File: config.mk
export PLATFORM = sky130hd
export DESIGN_NAME = linescan_edge_center_tracker_top
export DESIGN_NICKNAME = d
export VERILOG_FILES = /design/src/rtl/core/lect_pkg.sv /design/src/rtl/core/linescan_edge_center_tracker_top.sv /design/src/rtl/core/lect_track.sv /design/src/rtl/core/lect_center.sv /design/src/rtl/core/lect_filter.sv
export VERILOG_INCLUDE_DIRS = /design/src /design/src/rtl/core
export SDC_FILE = /design/constraint.sdc
export NUM_CORES = 1
export LEC_CHECK = 0
export BUFFER_PORTS_ARGS = -buffer_cell sky130_fd_sc_hd__buf_2
export CAP_MARGIN = 20
export CORE_ASPECT_RATIO = 2
export CORE_MARGIN = 4
export CORE_UTILIZATION = 57
export CTS_CLUSTER_DIAMETER = 40
export CTS_CLUSTER_SIZE = 30
export DETAILED_ROUTE_END_ITERATION = 7
export PLACE_DENSITY_LB_ADDON = 0.25
export SLEW_MARGIN = 25
export SYNTH_ARGS = -nofsm -noshare
export SYNTH_HDL_FRONTEND = slang
export SYNTH_SLANG_ARGS = --single-unit
export TNS_END_PERCENT = 50
File: constraint.sdc
create_clock -name clk_i -period 5.8 [get_ports clk_i]
set_input_delay 0 -clock clk_i [delete_from_list [all_inputs] [get_ports clk_i]]
set_output_delay 0 -clock clk_i [all_outputs]
set_load 0.1 [all_outputs]
File: src/rtl/core/linescan_edge_center_tracker_top_macros.svh
`ifndef LINESCAN_EDGE_CENTER_TRACKER_TOP_MACROS_SVH
`define LINESCAN_EDGE_CENTER_TRACKER_TOP_MACROS_SVH

// check a property on every clock edge outside reset
`define LECT_ASSERT(name, prop, msg) \
  name: assert property (@(posedge clk_i) disable iff (!rst_ni) prop) else $error(msg);

// check a property on every clock edge, reset included
`define LECT_ASSERT_NR(name, prop, msg) \
  name: assert property (@(posedge clk_i) prop) else $error(msg);

`endif

File: src/rtl/core/lect_pkg.sv
`timescale 1ns / 1ps

package lect_pkg;

  localparam int PIXEL_BITS    = 12;
  localparam int FIRST_USED    = 10;
  localparam int DIFF_COUNT    = 106;
  localparam int AVERAGE_DEPTH = 8;

  localparam int POS_CAP  = FIRST_USED + DIFF_COUNT + 1;
  localparam int CENTRE   = DIFF_COUNT / 2;

  localparam int PixW     = PIXEL_BITS;
  localparam int DiffW    = PixW + 1;
  localparam int SpreadW  = 13;
  localparam int PosW     = $clog2(POS_CAP + 1);
  localparam int IdxW     = $clog2(DIFF_COUNT);
  localparam int OffW     = 7;
  localparam int WorkW    = IdxW + 2;
  localparam int AvgShift = $clog2(AVERAGE_DEPTH);
  localparam int PtrW     = AvgShift;
  localparam int SumW     = OffW + AvgShift + 1;
  localparam int CfgDataW = 13;
  localparam int ThrW     = 13;
  localparam int JumpW    = 7;

  localparam logic [ThrW-1:0]  THR_RESET  = ThrW'(100);
  localparam logic [JumpW-1:0] JUMP_RESET = JumpW'(15);

  typedef enum logic [0:0] {
    CFG_FAULT_THRESHOLD = 1'b0,
    CFG_JUMP_LIMIT      = 1'b1
  } cfg_idx_e;

  typedef struct packed {
    logic signed [DiffW-1:0] max_diff;
    logic signed [DiffW-1:0] min_diff;
    logic [IdxW-1:0]         max_idx;
    logic [IdxW-1:0]         min_idx;
  } line_sum_t;

  typedef struct packed {
    logic signed [OffW-1:0] offset;
    logic                   fault;
    logic [SpreadW-1:0]     spread;
  } line_res_t;

endpackage

File: src/rtl/core/linescan_edge_center_tracker_top.sv
`timescale 1ns / 1ps

// Line-scan edge center tracker. Takes one pixel per clock with no gaps; the
// input stalls only when all three internal registers (line summary, center
// result, output) are full and the output is stalled. The line result passes
// through these registers in order: the edge tracker register loads at the
// edge that accepts the last pixel, then the center/spread register and then
// the jump-limit/moving-average output register load in turn.
// Configuration writes are always ready and take effect next clock; write them
// only while no line is in flight.
module linescan_edge_center_tracker_top (
  input  logic                              clk_i,
  input  logic                              rst_ni,
  input  logic                              in_valid_i,
  output logic                              in_stall_o,
  input  logic [11:0]                       pixel_i,
  input  logic                              last_pixel_i,
  output logic                              out_valid_o,
  input  logic                              out_stall_i,
  output logic signed [6:0]                 line_offset_o,
  output logic                              camera_fault_o,
  output logic [12:0]                       exposure_score_o,
  input  logic                              cfg_valid_i,
  output logic                              cfg_ready_o,
  input  logic [0:0]                        cfg_index_i,
  input  logic [lect_pkg::CfgDataW-1:0]     cfg_data_i
);

  logic [lect_pkg::ThrW-1:0]  thr_q;
  logic [lect_pkg::JumpW-1:0] jump_q;
  logic                       sum_valid, sum_ready, res_valid, res_ready;
  lect_pkg::line_sum_t        line_sum;
  lect_pkg::line_res_t        line_res;

  assign cfg_ready_o = 1'b1;

  always_ff @(posedge clk_i or negedge rst_ni) begin
    if (!rst_ni) begin
      thr_q  <= lect_pkg::THR_RESET;
      jump_q <= lect_pkg::JUMP_RESET;
    end else if (cfg_valid_i && cfg_ready_o) begin
      unique case (lect_pkg::cfg_idx_e'(cfg_index_i))
        lect_pkg::CFG_FAULT_THRESHOLD: thr_q  <= cfg_data_i[lect_pkg::ThrW-1:0];
        lect_pkg::CFG_JUMP_LIMIT:      jump_q <= cfg_data_i[lect_pkg::JumpW-1:0];
        default: ;
      endcase
    end
  end

  lect_track u_track (
    .clk_i        (clk_i),
    .rst_ni       (rst_ni),
    .in_valid_i   (in_valid_i),
    .in_stall_o   (in_stall_o),
    .pixel_i      (pixel_i),
    .last_pixel_i (last_pixel_i),
    .sum_valid_o  (sum_valid),
    .sum_ready_i  (sum_ready),
    .sum_o        (line_sum)
  );

  lect_center u_center (
    .clk_i             (clk_i),
    .rst_ni            (rst_ni),
    .sum_valid_i       (sum_valid),
    .sum_ready_o       (sum_ready),
    .sum_i             (line_sum),
    .fault_threshold_i (thr_q),
    .res_valid_o       (res_valid),
    .res_ready_i       (res_ready),
    .res_o             (line_res)
  );

  lect_filter u_filter (
    .clk_i            (clk_i),
    .rst_ni           (rst_ni),
    .res_valid_i      (res_valid),
    .res_ready_o      (res_ready),
    .res_i            (line_res),
    .jump_limit_i     (jump_q),
    .out_valid_o      (out_valid_o),
    .out_stall_i      (out_stall_i),
    .line_offset_o    (line_offset_o),
    .camera_fault_o   (camera_fault_o),
    .exposure_score_o (exposure_score_o)
  );

endmodule

File: src/rtl/core/lect_track.sv
`timescale 1ns / 1ps
`include "linescan_edge_center_tracker_top_macros.svh"

module lect_track (
  input  logic                             clk_i,
  input  logic                             rst_ni,
  input  logic                             in_valid_i,
  output logic                             in_stall_o,
  input  logic [lect_pkg::PixW-1:0]        pixel_i,
  input  logic                             last_pixel_i,
  output logic                             sum_valid_o,
  input  logic                             sum_ready_i,
  output lect_pkg::line_sum_t              sum_o
);

  logic [lect_pkg::PosW-1:0]         pos_q, pos_d;
  logic [lect_pkg::PixW-1:0]         prior_q;
  logic signed [lect_pkg::DiffW-1:0] max_q, max_d, min_q, min_d;
  logic [lect_pkg::IdxW-1:0]         maxi_q, maxi_d, mini_q, mini_d;
  logic                              sum_valid_q;
  lect_pkg::line_sum_t               sum_q;

  logic                              accept;
  logic                              in_win;
  logic [lect_pkg::IdxW-1:0]         k;
  logic signed [lect_pkg::DiffW-1:0] d;

  assign in_stall_o  = sum_valid_q & ~sum_ready_i;
  assign accept      = in_valid_i & ~in_stall_o;
  assign sum_valid_o = sum_valid_q;
  assign sum_o       = sum_q;

  always_comb begin
    in_win = (pos_q >= lect_pkg::PosW'(lect_pkg::FIRST_USED + 1)) &&
             (pos_q <= lect_pkg::PosW'(lect_pkg::FIRST_USED + lect_pkg::DIFF_COUNT));
    k      = lect_pkg::IdxW'(pos_q - lect_pkg::PosW'(lect_pkg::FIRST_USED + 1));
    d      = $signed({1'b0, prior_q}) - $signed({1'b0, pixel_i});
    max_d  = max_q;
    min_d  = min_q;
    maxi_d = maxi_q;
    mini_d = mini_q;
    if (in_win) begin
      if (k == '0) begin
        max_d  = d;
        min_d  = d;
        maxi_d = '0;
        mini_d = '0;
      end else begin
        if ((d > max_q) || ((d == max_q) && (maxi_q != '0))) begin
          max_d  = d;
          maxi_d = k;
        end
        if ((d < min_q) || ((d == min_q) && (mini_q != '0))) begin
          min_d  = d;
          mini_d = k;
        end
      end
    end
    pos_d = (pos_q < lect_pkg::PosW'(lect_pkg::POS_CAP)) ? pos_q + 1'b1 : pos_q;
  end

  always_ff @(posedge clk_i or negedge rst_ni) begin
    if (!rst_ni) begin
      pos_q       <= '0;
      prior_q     <= '0;
      max_q       <= '0;
      min_q       <= '0;
      maxi_q      <= '0;
      mini_q      <= '0;
      sum_valid_q <= 1'b0;
    end else begin
      if (accept) begin
        prior_q <= pixel_i;
        if (last_pixel_i) begin
          pos_q  <= '0;
          max_q  <= '0;
          min_q  <= '0;
          maxi_q <= '0;
          mini_q <= '0;
        end else begin
          pos_q  <= pos_d;
          max_q  <= max_d;
          min_q  <= min_d;
          maxi_q <= maxi_d;
          mini_q <= mini_d;
        end
      end
      if (accept && last_pixel_i) begin
        sum_valid_q <= 1'b1;
      end else if (sum_ready_i) begin
        sum_valid_q <= 1'b0;
      end
    end
  end

  always_ff @(posedge clk_i) begin
    if (accept && last_pixel_i) begin
      sum_q.max_diff <= max_d;
      sum_q.min_diff <= min_d;
      sum_q.max_idx  <= maxi_d;
      sum_q.min_idx  <= mini_d;
    end
  end

  `LECT_ASSERT_NR(a_pos_capped, (!rst_ni) || (pos_q <= lect_pkg::PosW'(lect_pkg::POS_CAP)), "position past cap")
  `LECT_ASSERT(a_last_restarts, accept && last_pixel_i |=> (pos_q == '0) && sum_valid_q, "line end not taken")
  `LECT_ASSERT(a_order, sum_valid_q && (max_q == '0) && (min_q == '0) |-> (max_q >= min_q), "tracker order")

endmodule

File: src/rtl/core/lect_center.sv
`timescale 1ns / 1ps

module lect_center (
  input  logic                        clk_i,
  input  logic                        rst_ni,
  input  logic                        sum_valid_i,
  output logic                        sum_ready_o,
  input  lect_pkg::line_sum_t         sum_i,
  input  logic [lect_pkg::ThrW-1:0]   fault_threshold_i,
  output logic                        res_valid_o,
  input  logic                        res_ready_i,
  output lect_pkg::line_res_t         res_o
);

  localparam logic signed [lect_pkg::WorkW-1:0] CentreW = lect_pkg::WorkW'(lect_pkg::CENTRE);

  logic                                res_valid_q;
  lect_pkg::line_res_t                 res_q, res_d;
  logic                                take;

  logic signed [lect_pkg::DiffW:0]     spread_w;
  logic signed [lect_pkg::IdxW:0]      di, di_b, half;
  logic signed [lect_pkg::WorkW-1:0]   raw;

  assign sum_ready_o = ~res_valid_q | res_ready_i;
  assign take        = sum_valid_i & sum_ready_o;
  assign res_valid_o = res_valid_q;
  assign res_o       = res_q;

  always_comb begin
    spread_w     = {sum_i.max_diff[lect_pkg::DiffW-1], sum_i.max_diff} -
                   {sum_i.min_diff[lect_pkg::DiffW-1], sum_i.min_diff};
    di           = $signed({1'b0, sum_i.max_idx}) - $signed({1'b0, sum_i.min_idx});
    di_b         = di + $signed({{lect_pkg::IdxW{1'b0}}, di[lect_pkg::IdxW]});
    half         = di_b >>> 1;
    raw          = $signed({2'b00, sum_i.min_idx}) + {half[lect_pkg::IdxW], half} - CentreW;
    res_d.spread = lect_pkg::SpreadW'(spread_w);
    res_d.fault  = (lect_pkg::SpreadW'(spread_w) < fault_threshold_i);
    res_d.offset = lect_pkg::OffW'(raw);
  end

  always_ff @(posedge clk_i or negedge rst_ni) begin
    if (!rst_ni) begin
      res_valid_q <= 1'b0;
    end else if (sum_ready_o) begin
      res_valid_q <= sum_valid_i;
    end
  end

  always_ff @(posedge clk_i) begin
    if (take) begin
      res_q <= res_d;
    end
  end

endmodule

File: src/rtl/core/lect_filter.sv
`timescale 1ns / 1ps
`include "linescan_edge_center_tracker_top_macros.svh"

module lect_filter (
  input  logic                              clk_i,
  input  logic                              rst_ni,
  input  logic                              res_valid_i,
  output logic                              res_ready_o,
  input  lect_pkg::line_res_t               res_i,
  input  logic [lect_pkg::JumpW-1:0]        jump_limit_i,
  output logic                              out_valid_o,
  input  logic                              out_stall_i,
  output logic signed [lect_pkg::OffW-1:0]  line_offset_o,
  output logic                              camera_fault_o,
  output logic [lect_pkg::SpreadW-1:0]      exposure_score_o
);

  localparam logic signed [lect_pkg::SumW-1:0] Bias =
    lect_pkg::SumW'(lect_pkg::AVERAGE_DEPTH - 1);
  localparam logic signed [lect_pkg::OffW-1:0] OffMin = -lect_pkg::OffW'(lect_pkg::CENTRE);
  localparam logic signed [lect_pkg::OffW-1:0] OffMax =
    lect_pkg::OffW'(lect_pkg::DIFF_COUNT - 1 - lect_pkg::CENTRE);

  logic signed [lect_pkg::OffW-1:0]   ring_q [lect_pkg::AVERAGE_DEPTH];
  logic [lect_pkg::PtrW-1:0]          ptr_q, ptr_d;
  logic signed [lect_pkg::SumW-1:0]   sum_q, sum_d;
  logic signed [lect_pkg::OffW-1:0]   prev_q, cur;
  logic                               out_valid_q;
  logic signed [lect_pkg::OffW-1:0]   offset_q;
  logic                               fault_q;
  logic [lect_pkg::SpreadW-1:0]       score_q;
  logic                               take;

  logic signed [lect_pkg::WorkW-1:0]  prev_w, raw_w, lim_w, lo, hi, delta, delta_b, half;
  logic signed [lect_pkg::SumW-1:0]   sum_b, avg_w;

  assign res_ready_o      = ~out_valid_q | ~out_stall_i;
  assign take             = res_valid_i & res_ready_o;
  assign out_valid_o      = out_valid_q;
  assign line_offset_o    = offset_q;
  assign camera_fault_o   = fault_q;
  assign exposure_score_o = score_q;

  always_comb begin
    prev_w  = lect_pkg::WorkW'(prev_q);
    raw_w   = lect_pkg::WorkW'(res_i.offset);
    lim_w   = $signed({{(lect_pkg::WorkW - lect_pkg::JumpW){1'b0}}, jump_limit_i});
    lo      = prev_w - lim_w;
    hi      = prev_w + lim_w;
    delta   = raw_w - prev_w;
    delta_b = delta + $signed({{(lect_pkg::WorkW - 1){1'b0}}, delta[lect_pkg::WorkW-1]});
    half    = delta_b >>> 1;
    if ((raw_w < lo) || (raw_w > hi)) begin
      cur = lect_pkg::OffW'(prev_w + half);
    end else begin
      cur = res_i.offset;
    end
    sum_d = sum_q - lect_pkg::SumW'(ring_q[ptr_q]) + lect_pkg::SumW'(cur);
    sum_b = sum_d[lect_pkg::SumW-1] ? sum_d + Bias : sum_d;
    avg_w = sum_b >>> lect_pkg::AvgShift;
    ptr_d = (ptr_q == lect_pkg::PtrW'(lect_pkg::AVERAGE_DEPTH - 1)) ? '0 : ptr_q + 1'b1;
  end

  always_ff @(posedge clk_i or negedge rst_ni) begin
    if (!rst_ni) begin
      for (int i = 0; i < lect_pkg::AVERAGE_DEPTH; i++) begin
        ring_q[i] <= '0;
      end
      ptr_q       <= '0;
      sum_q       <= '0;
      prev_q      <= '0;
      out_valid_q <= 1'b0;
    end else begin
      if (take) begin
        ring_q[ptr_q] <= cur;
        ptr_q         <= ptr_d;
        sum_q         <= sum_d;
        prev_q        <= cur;
      end
      if (res_ready_o) begin
        out_valid_q <= res_valid_i;
      end
    end
  end

  always_ff @(posedge clk_i) begin
    if (take) begin
      offset_q <= lect_pkg::OffW'(avg_w);
      fault_q  <= res_i.fault;
      score_q  <= res_i.spread;
    end
  end

  `LECT_ASSERT(a_take_fills, take |=> out_valid_q, "accepted line result not shown")
  `LECT_ASSERT(a_ptr_step, take |=> (ptr_q == $past(ptr_d)), "ring pointer did not advance")
  `LECT_ASSERT_NR(a_prev_range, (!rst_ni) || ((prev_q >= OffMin) && (prev_q <= OffMax)), "offset out of range")

endmodule

# After elaboration in Yosys (flattened, before gate mapping)
# Index checks and enable logic that the tools add are counted.
dict set report word_totals {
  reg_bits 241
  inputBits 32
  out_inout_bits 24
  wordCells 120
}
dict set report op_classes {
  magnitude_cmp 10
  n_reduce_logical 16
  n_addsub 17
  n_bitwise 13
  muxes 29
  eq_ne 3
}
# cell n
set op_table {}
lappend op_table {{2-to-1 mux 13 bit} 8}
lappend op_table {{2-to-1 mux 7 bit} 14}
lappend op_table {{bitwise mux 56 bit} 1}
lappend op_table {{equality test 13 bit} 2}
lappend op_table {{less-than comparator 13 bit} 2}
lappend op_table {{binary-select mux 7 bit (select 3 bit)} 1}
lappend op_table {{demux 7 bit (select 3 bit)} 1}
lappend op_table {{adder 8 x 2 -> 8 bit} 2}
lappend op_table {{subtractor 7 x 7 -> 8 bit} 2}
lappend op_table {{adder 7 bit} 2}
lappend op_table {{nonzero test 7 bit} 2}
lappend op_table {{> comparator 13 bit} 1}
lappend op_table {{subtractor 12 x 12 -> 13 bit} 1}
lappend op_table {{subtractor 13 bit} 1}
lappend op_table {{adder 11 x 7 -> 11 bit} 1}
lappend op_table {{subtractor 11 x 7 -> 11 bit} 1}
lappend op_table {{adder 10 x 4 -> 10 bit, second input constant} 1}
lappend op_table {{2-to-1 mux 10 bit} 1}
lappend op_table {{adder 7 x 8 -> 9 bit} 1}
lappend op_table {{> comparator 7 x 9 -> 1 bit} 1}
lappend op_table {{less-than comparator 7 x 9 -> 1 bit} 1}
lappend op_table {{subtractor 7 x 8 -> 9 bit} 1}
lappend op_table {{adder 7 x 1 -> 7 bit, second input constant} 1}
lappend op_table {{greater-or-equal comparator 7 x 4 -> 1 bit, second input constant} 1}
lappend op_table {{19 further kinds} 38}

# Depth between registers and ports, before layout
# Gate-level depths: netlist (run 1).
dict set report logic_depth {
  ltp_word 9
  depth_mapped 29
  depth_no_buf 28
}

# Modules after synthesis
# From an unflattened synthesis (run 1), not the netlist that was laid out.
dict set report hier_totals {
  hier_cells 1494
  area_unflattened_um2 15199.6
}
# module seq_area_each_um2 area_per_inst_um2 n_inst cells_per_inst
set by_module_without_submodules {}
lappend by_module_without_submodules {lect_filter 2582.5 6543.8 1 691}
lappend by_module_without_submodules {lect_track 2702.6 5520.3 1 512}
lappend by_module_without_submodules {lect_center 655.6 2312.2 1 246}
lappend by_module_without_submodules {linescan_edge_center_tracker_top 509.2 823.3 1 45}

# Worst setup path before layout (run 1)
# Ideal clock, no wire load.
dict set report synth_path {
  kind {register to register}
  startpoint {reg u_filter.prev_q[6] in the netlist's numbering}
  endpoint {reg u_filter.offset_q, in the netlist u_filter.line_offset_o[6], data pin}
  path_buffers 0
  path_stages_with_launch 27
  path_slack_ns -0.658
  synth_period_minus_slack_ns 6.458
  setup_time_ns 0.264
  t_arrival_ns 6.194
  t_required_ns 5.536
  path_cell_list {dfrtp_1 clkinv_1 ha_1 inv_1 nor4_1 nand4_1 a21oi_1 ha_1 ha_1 fa_1 and3_1 a211oi_2 or4b_1 o211ai_1 xnor2_1 xor2_1 mux2i_4 inv_1 fa_1 ha_1 or4_1 o311ai_0 a211oi_1 nor3_2 and3_4 nand2_2 xnor2_2}
}
dict set report synth_via {
  elab_chain_len 7
  word_cells_on_any_way 12
  classes_between {add/sub: 7; order compare: 2; mux: 2; reduce/logical: 1}
}
# item line
set synth_rtl {}
lappend synth_rtl {{start, declared} lect_filter.sv:27} ;# logic signed [lect_pkg::OffW-1:0] prev_q, cur;
lappend synth_rtl {{start signal, assigned} lect_filter.sv:78} ;# prev_q <= cur;
lappend synth_rtl {{subtractor 7 x 7 -> 8 bit, or another cell as far along} lect_filter.sv:50} ;# delta = raw_w - prev_w;
lappend synth_rtl {{adder 8 x 2 -> 8 bit, or another cell as far along} lect_filter.sv:51} ;# delta_b = delta + $signed({{(lect_pkg::WorkW - 1){1'b0}}, delta[lect_pkg::WorkW-1]});
lappend synth_rtl {{adder 7 bit or logical OR 1 bit (tied branches)} {lect_filter.sv:54, lect_filter.sv:53}}
lappend synth_rtl {{2-to-1 mux 7 bit (*)} lect_filter.sv:53} ;# if ((raw_w < lo) || (raw_w > hi)) begin
lappend synth_rtl {{named net u_filter.cur, one bit} lect_filter.sv:27}
lappend synth_rtl {{adder 11 x 7 -> 11 bit (*)} lect_filter.sv:58} ;# sum_d = sum_q - lect_pkg::SumW'(ring_q[ptr_q]) + lect_pkg::SumW'(cur);
lappend synth_rtl {{adder 10 x 4 -> 10 bit} lect_filter.sv:59} ;# sum_b = sum_d[lect_pkg::SumW-1] ? sum_d + Bias : sum_d;
lappend synth_rtl {{2-to-1 mux 10 bit (*)} lect_filter.sv:59}
lappend synth_rtl {{named net u_filter.sum_b, one bit} lect_filter.sv:35} ;# logic signed [lect_pkg::SumW-1:0] sum_b, avg_w;
lappend synth_rtl {{end signal, assigned} lect_filter.sv:88} ;# offset_q <= lect_pkg::OffW'(avg_w);
lappend synth_rtl {{end, declared} lect_filter.sv:29} ;# logic signed [lect_pkg::OffW-1:0] offset_q;
# Mark *: on every way through the listed nets, which the timed path passes. The rest lies on a longest branch.
# A chain may end at the register's enable or synchronous reset.

# Worst setup path after layout (run 1)
dict set report layout_path {
  startpoint {reg u_center.res_q, in the netlist u_center.res_o[15]}
  endpoint {reg u_filter.offset_q, in the netlist u_filter.line_offset_o[5], data pin}
}
dict set report layout_via {
  elab_chain_len 7
  word_cells_on_any_way 10
  classes_between {add/sub: 5; order compare: 2; mux: 2; reduce/logical: 1}
}
# item line
set layout_rtl {}
lappend layout_rtl {{start, declared} lect_center.sv:18} ;# lect_pkg::line_res_t res_q, res_d;
lappend layout_rtl {{start signal, assigned} lect_center.sv:52} ;# res_q <= res_d;
lappend layout_rtl {{subtractor 7 x 7 -> 8 bit} lect_filter.sv:50}
lappend layout_rtl {{adder 8 x 2 -> 8 bit} lect_filter.sv:51}
lappend layout_rtl {{adder 7 bit} lect_filter.sv:54} ;# cur = lect_pkg::OffW'(prev_w + half);
lappend layout_rtl {{2-to-1 mux 7 bit (*)} lect_filter.sv:53}
lappend layout_rtl {{named net u_filter.cur, one bit} lect_filter.sv:27}
lappend layout_rtl {{adder 11 x 7 -> 11 bit (*)} lect_filter.sv:58}
lappend layout_rtl {{adder 10 x 4 -> 10 bit} lect_filter.sv:59}
lappend layout_rtl {{2-to-1 mux 10 bit (*)} lect_filter.sv:59}
lappend layout_rtl {{named net u_filter.sum_b, one bit} lect_filter.sv:35}
# Marked as above.

==> results.toml, run 1 <==
[outcome]
status = "complete, but fails checks"
violations = "setup timing"

[drt]
drc_errors = 0
first_pass_iters = 5
drt-initial-drc-count = 493
viasPerCell = 5.70
routed_wl_microns = 37100
postRouteAntennaNets = 0
num_vias = 11600
wl_per_cell_microns = 18.2

[worst_setup_path]
path_max_fanout = 5
worstPathBufferInverterCount = 3
startpoint_type = "register"
cp-end-kind = "register"
critical_path_class = "register to register"
worstPathRequired_ns = 6.10
crit_path_top_delay_cell = "fa_1"
crit_path_max_incr_delay_ns = 0.46
cp-startpoint = "u_center.res_o[15]$_DFFE_PP_"
regToRegStartpoint = "u_center.res_o[15]$_DFFE_PP_"
path_delay_family = "adder cells"
worst_ep_arrival_time_ns = 6.38

[finish]
drive_gt1_share_pct = 20.0
area_growth_pct = 22.0
multi_input_area_sq_mm = 0.00793
nets = 1874
regArea_sq_mm = 0.00645
stdcell_area_sq_mm = 0.0181
final_util_pct = 70.5
num-fill-cells = 1900

[worst_hold_path]
hp-start = "cfg_index_i"
hp-class = "input pin to register"

[flow_run]
drv_cap = 0

[yosys]
synth.distinct_cells = 74
syn_area_per_cell_sq_um = 10.1
synth-seq-cells = 241
syn-cell-area_sq_mm = 0.0148
netlist_instances = 1465
synth_nets = 1660
synth_seq_area_share_pct = 43.6
synthArstFlopShare_pct = 66.0
synth_warnings = 0
synthFlopType = "dfrtp_1"
synth-edff-count = 82

[timing]
fin_ws_ns = -0.284
rsz0062_at_grt = "true"
fin_crit_sh_pct = 105
report.final.hold_viol_count = 0
skew_ns = 0.0197
slew_viol_final = 0
relSlewSlack_pct = 37.5
final.min_clock_period_ns = 6.08
max_freq_ghz = 0.164
tightest_slew_ns = 0.932
finalSetupViolations = 8

[floorplanning]
fp.dieH_microns = 236
core-area_sq_mm = 0.0257
std_cell_rows = 83
initial_core_util_pct = 57.7
ioPinCount = 56
dieArea_sq_mm = 0.0288
die_w_microns = 122

[clock_network]
root_buffer = "clkbuf_16"
h-tree-depth = 1
cts_buffers = 25
clock_latency_ns = 0.55
cts_num_sinks = 241
cts_buffer_depth = 3
cts_tree = "yes"
path_clk_slew_ns = 0.09

[placed_design]
place_hpwl_microns = 27300
placed_area_sq_mm = 0.0163
gp_congestion = 0.884
io_buffers = 54
pre_cts_ws_ns = -0.550

[global_routing]
grt_first_pass_wirelength_microns = 60600
grt-ovfl-total = 0
first_global_vias = 12200
grt_max_degree = 100
track_usage_pct = 26.5
antenna_found_initial = 4
## tightest hold or removal path: stages
cell	delay [ns]
buf_2	0.10
nor2b_2	0.16
mux2_2	0.27
## metrics by stage
| stage | TNS (ns) | cells | hold slack (ns) |
|---|---|---|---|
| finish | -1.39 | 2041 | 0.0214 |
| global route | -3.30 | 2041 | 0.0389 |
| CTS | -1.01 | 2036 | 0.00275 |
| detailed placement | -3.65 | 1931 | 0.171 |
| global placement | -1.79 | 1930 | 0.171 |
| floorplan | -0.556 | 1465 | -0.296 |
## layout make-up
class                           instances  area share, %
Sequential cell                       241           35.7
Tap cell                              340           2.35
Inverter                              148           3.09
Multi-Input combinational cell       1030           43.9
Timing Repair Buffer                  233           9.82
Clock buffer                           27           3.68
Antenna cell                            4         0.0554
Clock inverter                         18           1.44
## placed cells by master, fill, tap and decap left out, drive strengths merged, types with 5 or more instances in the layout
| master | count |
|---|---|
| mux4 | 10 |
| a22o | 32 |
| mux2 | 26 |
| clkbuf | 27 |
| ha | 145 |
| nor4 | 7 |
| fa | 18 |
| a21o | 19 |
| dfstp | 7 |
| o21a | 11 |
| xnor2 | 56 |
| o21bai | 12 |
| inv | 159 |
| nor2b | 17 |
| nand4 | 15 |
| nand3 | 22 |
| clkinv | 5 |
| o311ai | 7 |
| mux2i | 19 |
| o21ai | 117 |
| xor2 | 28 |
| and3 | 10 |
| a21oi | 94 |
| a211oi | 10 |
| a31oi | 5 |
| nor2 | 105 |
| edfxtp | 82 |
| dlygate4sd3 | 52 |
| nand2 | 137 |
| or3 | 6 |
| o211ai | 6 |
| nor3 | 24 |
| buf | 181 |
| nand2b | 15 |
| dfrtp | 152 |
| and2 | 8 |
## logic make-up (layout without fill, tap and decap cells)
group / count (synthesis) / after routing / share of synthesized area (%)
DFF: 241 / 241 / 43.6
adders and majority gates: 163 / 163 / 14.7
xor gates and xnor gates: 85 / 85 / 5.17
AOI/OAI and AO/OA: 350 / 350 / 15.0
muxes: 55 / 55 / 4.87
buffers and inverters: 194 / 426 / 5.05
other: 1 / 5 / 0.0253
and+or+nand+nor: 376 / 376 / 11.7
## state kept, by name, indices dropped and copies added (netlist names), 3 cells and up
signal                     count
u_filter.ring_q               56
u_track.sum_o                 40
u_center.res_o                21
thr_q                         13
u_filter.exposure_score_o     13
u_track.max_q                 13
u_track.min_q                 13
u_track.prior_q               12
u_filter.sum_q                11
jump_q                         7
u_filter.line_offset_o         7
u_filter.prev_q                7
u_track.maxi_q                 7
u_track.mini_q                 7
u_track.pos_q                  7
u_filter.ptr_q                 3
## synth_stat cells (all sizes together) (5+ instances only)
library cell,instances,area share (%)
a211oi,10,0.57
a21o,19,0.96
a21oi,94,3.2
a22o,32,1.9
a31oi,5,0.21
and2,8,0.34
and3,10,0.46
buf,17,0.57
clkbuf,29,0.74
dfrtp,152,26
dfstp,7,1.2
edfxtp,82,17
fa,18,2.4
ha,145,12
inv,145,3.7
mux2,26,2.0
mux2i,19,1.4
mux4,10,1.5
nand2,137,3.5
nand2b,15,0.63
nand3,22,0.74
nand4,15,0.63
nor2,105,2.7
nor2b,17,0.72
nor3,24,0.88
nor4,7,0.34
o211ai,6,0.30
o21a,11,0.56
o21ai,117,4.1
o21bai,12,0.61
o311ai,7,0.41
or3,6,0.25
xnor2,56,3.4
xor2,28,1.7
## per-layer routing
metal  GRT usage, %  up-vias  wire, microns
met5              0        -              0
met2           49.6      231          20700
met4           15.5        0           2160
li1               -     5584              -
met1           27.3     5719          13000
met3           3.86      102           1280
## final timing paths
check                           slack [ns]                                      end  depth (start not counted)
worst max-delay path                 -0.28      u_filter.line_offset_o[5]$_DFFE_PP_                         27
worst min-delay path                  0.02                     thr_q[0]$_DFFE_PN0P_                          3
worst max register to register       -0.28      u_filter.line_offset_o[5]$_DFFE_PP_                         27
worst min register to register        0.42  u_filter.exposure_score_o[11]$_DFFE_PP_                          0
max in group asynchronous             4.18           u_filter.prev_q[1]$_DFFE_PN0P_                          3
min in group asynchronous             0.11           u_filter.sum_q[10]$_DFFE_PN0P_                          2
## repair_timing
item,CTS,global route
hold endpoints to repair,137,0
endpoints found under the setup margin,11,11
hold buffers,52,0
cloned,0,0
pin swaps,12,9
setup buffers,8,1
resized for setup,32,12
Power of run 1 is not shown: default switching activity piles up to over one toggle a cycle in this logic, so the estimate is an artifact.
==> run 2: changes to the inputs <==
--- a/config.mk
+++ b/config.mk
@@ -15,6 +15,7 @@
 export CTS_CLUSTER_SIZE = 30
 export DETAILED_ROUTE_END_ITERATION = 7
 export PLACE_DENSITY_LB_ADDON = 0.25
+export SETUP_SLACK_MARGIN = 0.2
 export SLEW_MARGIN = 25
 export SYNTH_ARGS = -nofsm -noshare
 export SYNTH_HDL_FRONTEND = slang
==> results.toml, run 2 (synthesized netlist as in run 1, its figures left out) <==
[outcome]
status = "complete, but fails checks"
violations = "setup timing"

[timing]
max_freq_ghz = 0.165
tightest_slew_ns = 0.938
fin_ws_ns = -0.247
skew_ns = 0.0255
finalSetupViolations = 7
relSlewSlack_pct = 37.2
fin_crit_sh_pct = 104
final.min_clock_period_ns = 6.05
slew_viol_final = 0
report.final.hold_viol_count = 0
rsz0062_at_grt = "true"

[worst_setup_path]
crit_path_max_incr_delay_ns = 0.46
worst_ep_arrival_time_ns = 6.33
crit_path_top_delay_cell = "or4b_1"
critical_path_class = "register to register"
worstPathBufferInverterCount = 3
path_max_fanout = 4
reg2reg_depth = 27
cp_num_cells = 27
startpoint_type = "register"
cp-end-kind = "register"
worstPathRequired_ns = 6.08
path_delay_family = "simple AND/OR/NAND/NOR gates"

[finish]
area_growth_pct = 22.9
layout_commonest_cell = "dfrtp_1"
final_util_pct = 71.0
largest-register = "u_filter.ring_q"
mostFrequentLayoutCells = "dfrtp_1, inv_1, nand2_1"
nets = 1872
largest_register_ff_count = 56
drive_gt1_share_pct = 22.2

[worst_hold_path]
hp-class = "input pin to register"
hold_depth = 3

[global_routing]
first_global_vias = 12500
grt_first_pass_wirelength_microns = 61400
track_usage_pct = 26.7
grt_max_degree = 103
antenna_found_initial = 2
grt-ovfl-total = 0

[drt]
postRouteAntennaNets = 0
first_pass_iters = 4
wl_per_cell_microns = 18.4
drt-initial-drc-count = 579
routed_wl_microns = 37300
drc_errors = 0
num_vias = 11700
viasPerCell = 5.74

[floorplanning]
fp.dieH_microns = 236
die_w_microns = 122
dieArea_sq_mm = 0.0288
ioPinCount = 56
core-area_sq_mm = 0.0257
std_cell_rows = 83
initial_core_util_pct = 57.7

[placed_design]
gp_congestion = 0.891
io_buffers = 54
place_hpwl_microns = 27200

[clock_network]
root_buffer = "clkbuf_16"
cts_buffers = 22
cts_tree = "yes"
h-tree-depth = 1
clock_latency_ns = 0.54
cts_num_sinks = 241
path_clk_slew_ns = 0.10
cts_buffer_depth = 3

[flow_run]
drv_cap = 0
==> run 2: worst reg2reg max path, delay by kind of cell, from the launching register on <==
family / cells / cell delay (ns)
AOI/OAI and AO/OA: 6 / 0.85
xor gates and xnor gates: 4 / 0.80
adders and majority gates: 5 / 1.36
buffers and inverters: 3 / 0.32
DFF: 1 / 0.44
muxes: 1 / 0.21
and+or+nand+nor: 8 / 1.84
==> run 2: metal layers <==
layer / track usage [%] / routed length (microns) / up-vias
met2: 50.3 / 20900 / 270
met1: 27.3 / 12700 / 5696
li1: - / - / 5582
met4: 15.6 / 2320 / 2
met5: 0 / 11 / -
met3: 3.60 / 1390 / 128
==> run 2: metrics by stage <==
step,worst slack (ns),hold WS [ns],setup TNS [ns],std cells,instance area (sq um)
after floorplan,-0.246,-0.296,-0.556,1465,14900
after global placement,-0.348,0.187,-1.84,1930,16300
after detailed placement,-0.528,0.179,-3.31,1931,16300
after CTS,-0.245,0.00470,-1.09,2027,17900
after global routing,-0.555,0.0484,-3.73,2034,18200
final,-0.247,0.0549,-0.987,2034,18200
==> run 2: final cells by class <==
type | instances | area [sq um]
Fill cell | 1875 | 7450
Clock buffer | 23 | 576
Sequential cell | 241 | 6450
Tap cell | 340 | 425
Antenna cell | 1 | 2.50
Multi-Input combinational cell | 1030 | 8140
Inverter | 148 | 559
Clock inverter | 17 | 253
Timing Repair Buffer | 234 | 1790
==> run 2: worst paths after layout <==
check	from	to	slack, ns
worst max-delay path	u_filter.prev_q[1]$_DFFE_PN0P_	u_filter.line_offset_o[6]$_DFFE_PP_	-0.25
worst min-delay path	cfg_valid_i	jump_q[4]$_DFFE_PN0P_	0.05
worst max register to register	u_filter.prev_q[1]$_DFFE_PN0P_	u_filter.line_offset_o[6]$_DFFE_PP_	-0.25
worst min register to register	u_center.res_o[5]$_DFFE_PP_	u_filter.exposure_score_o[5]$_DFFE_PP_	0.41
max in group asynchronous	rst_ni	u_filter.prev_q[1]$_DFFE_PN0P_	4.29
min in group asynchronous	rst_ni	u_filter.sum_q[10]$_DFFE_PN0P_	0.14
==> run 2: repair_timing <==
action,CTS,global route
setup buffers,7,6
hold buffers,49,0
setup endpoints to repair,12,28
pin swaps,19,15
hold endpoints to repair,139,0
resized for setup,43,54
Power of run 2 is left out for the same reason.
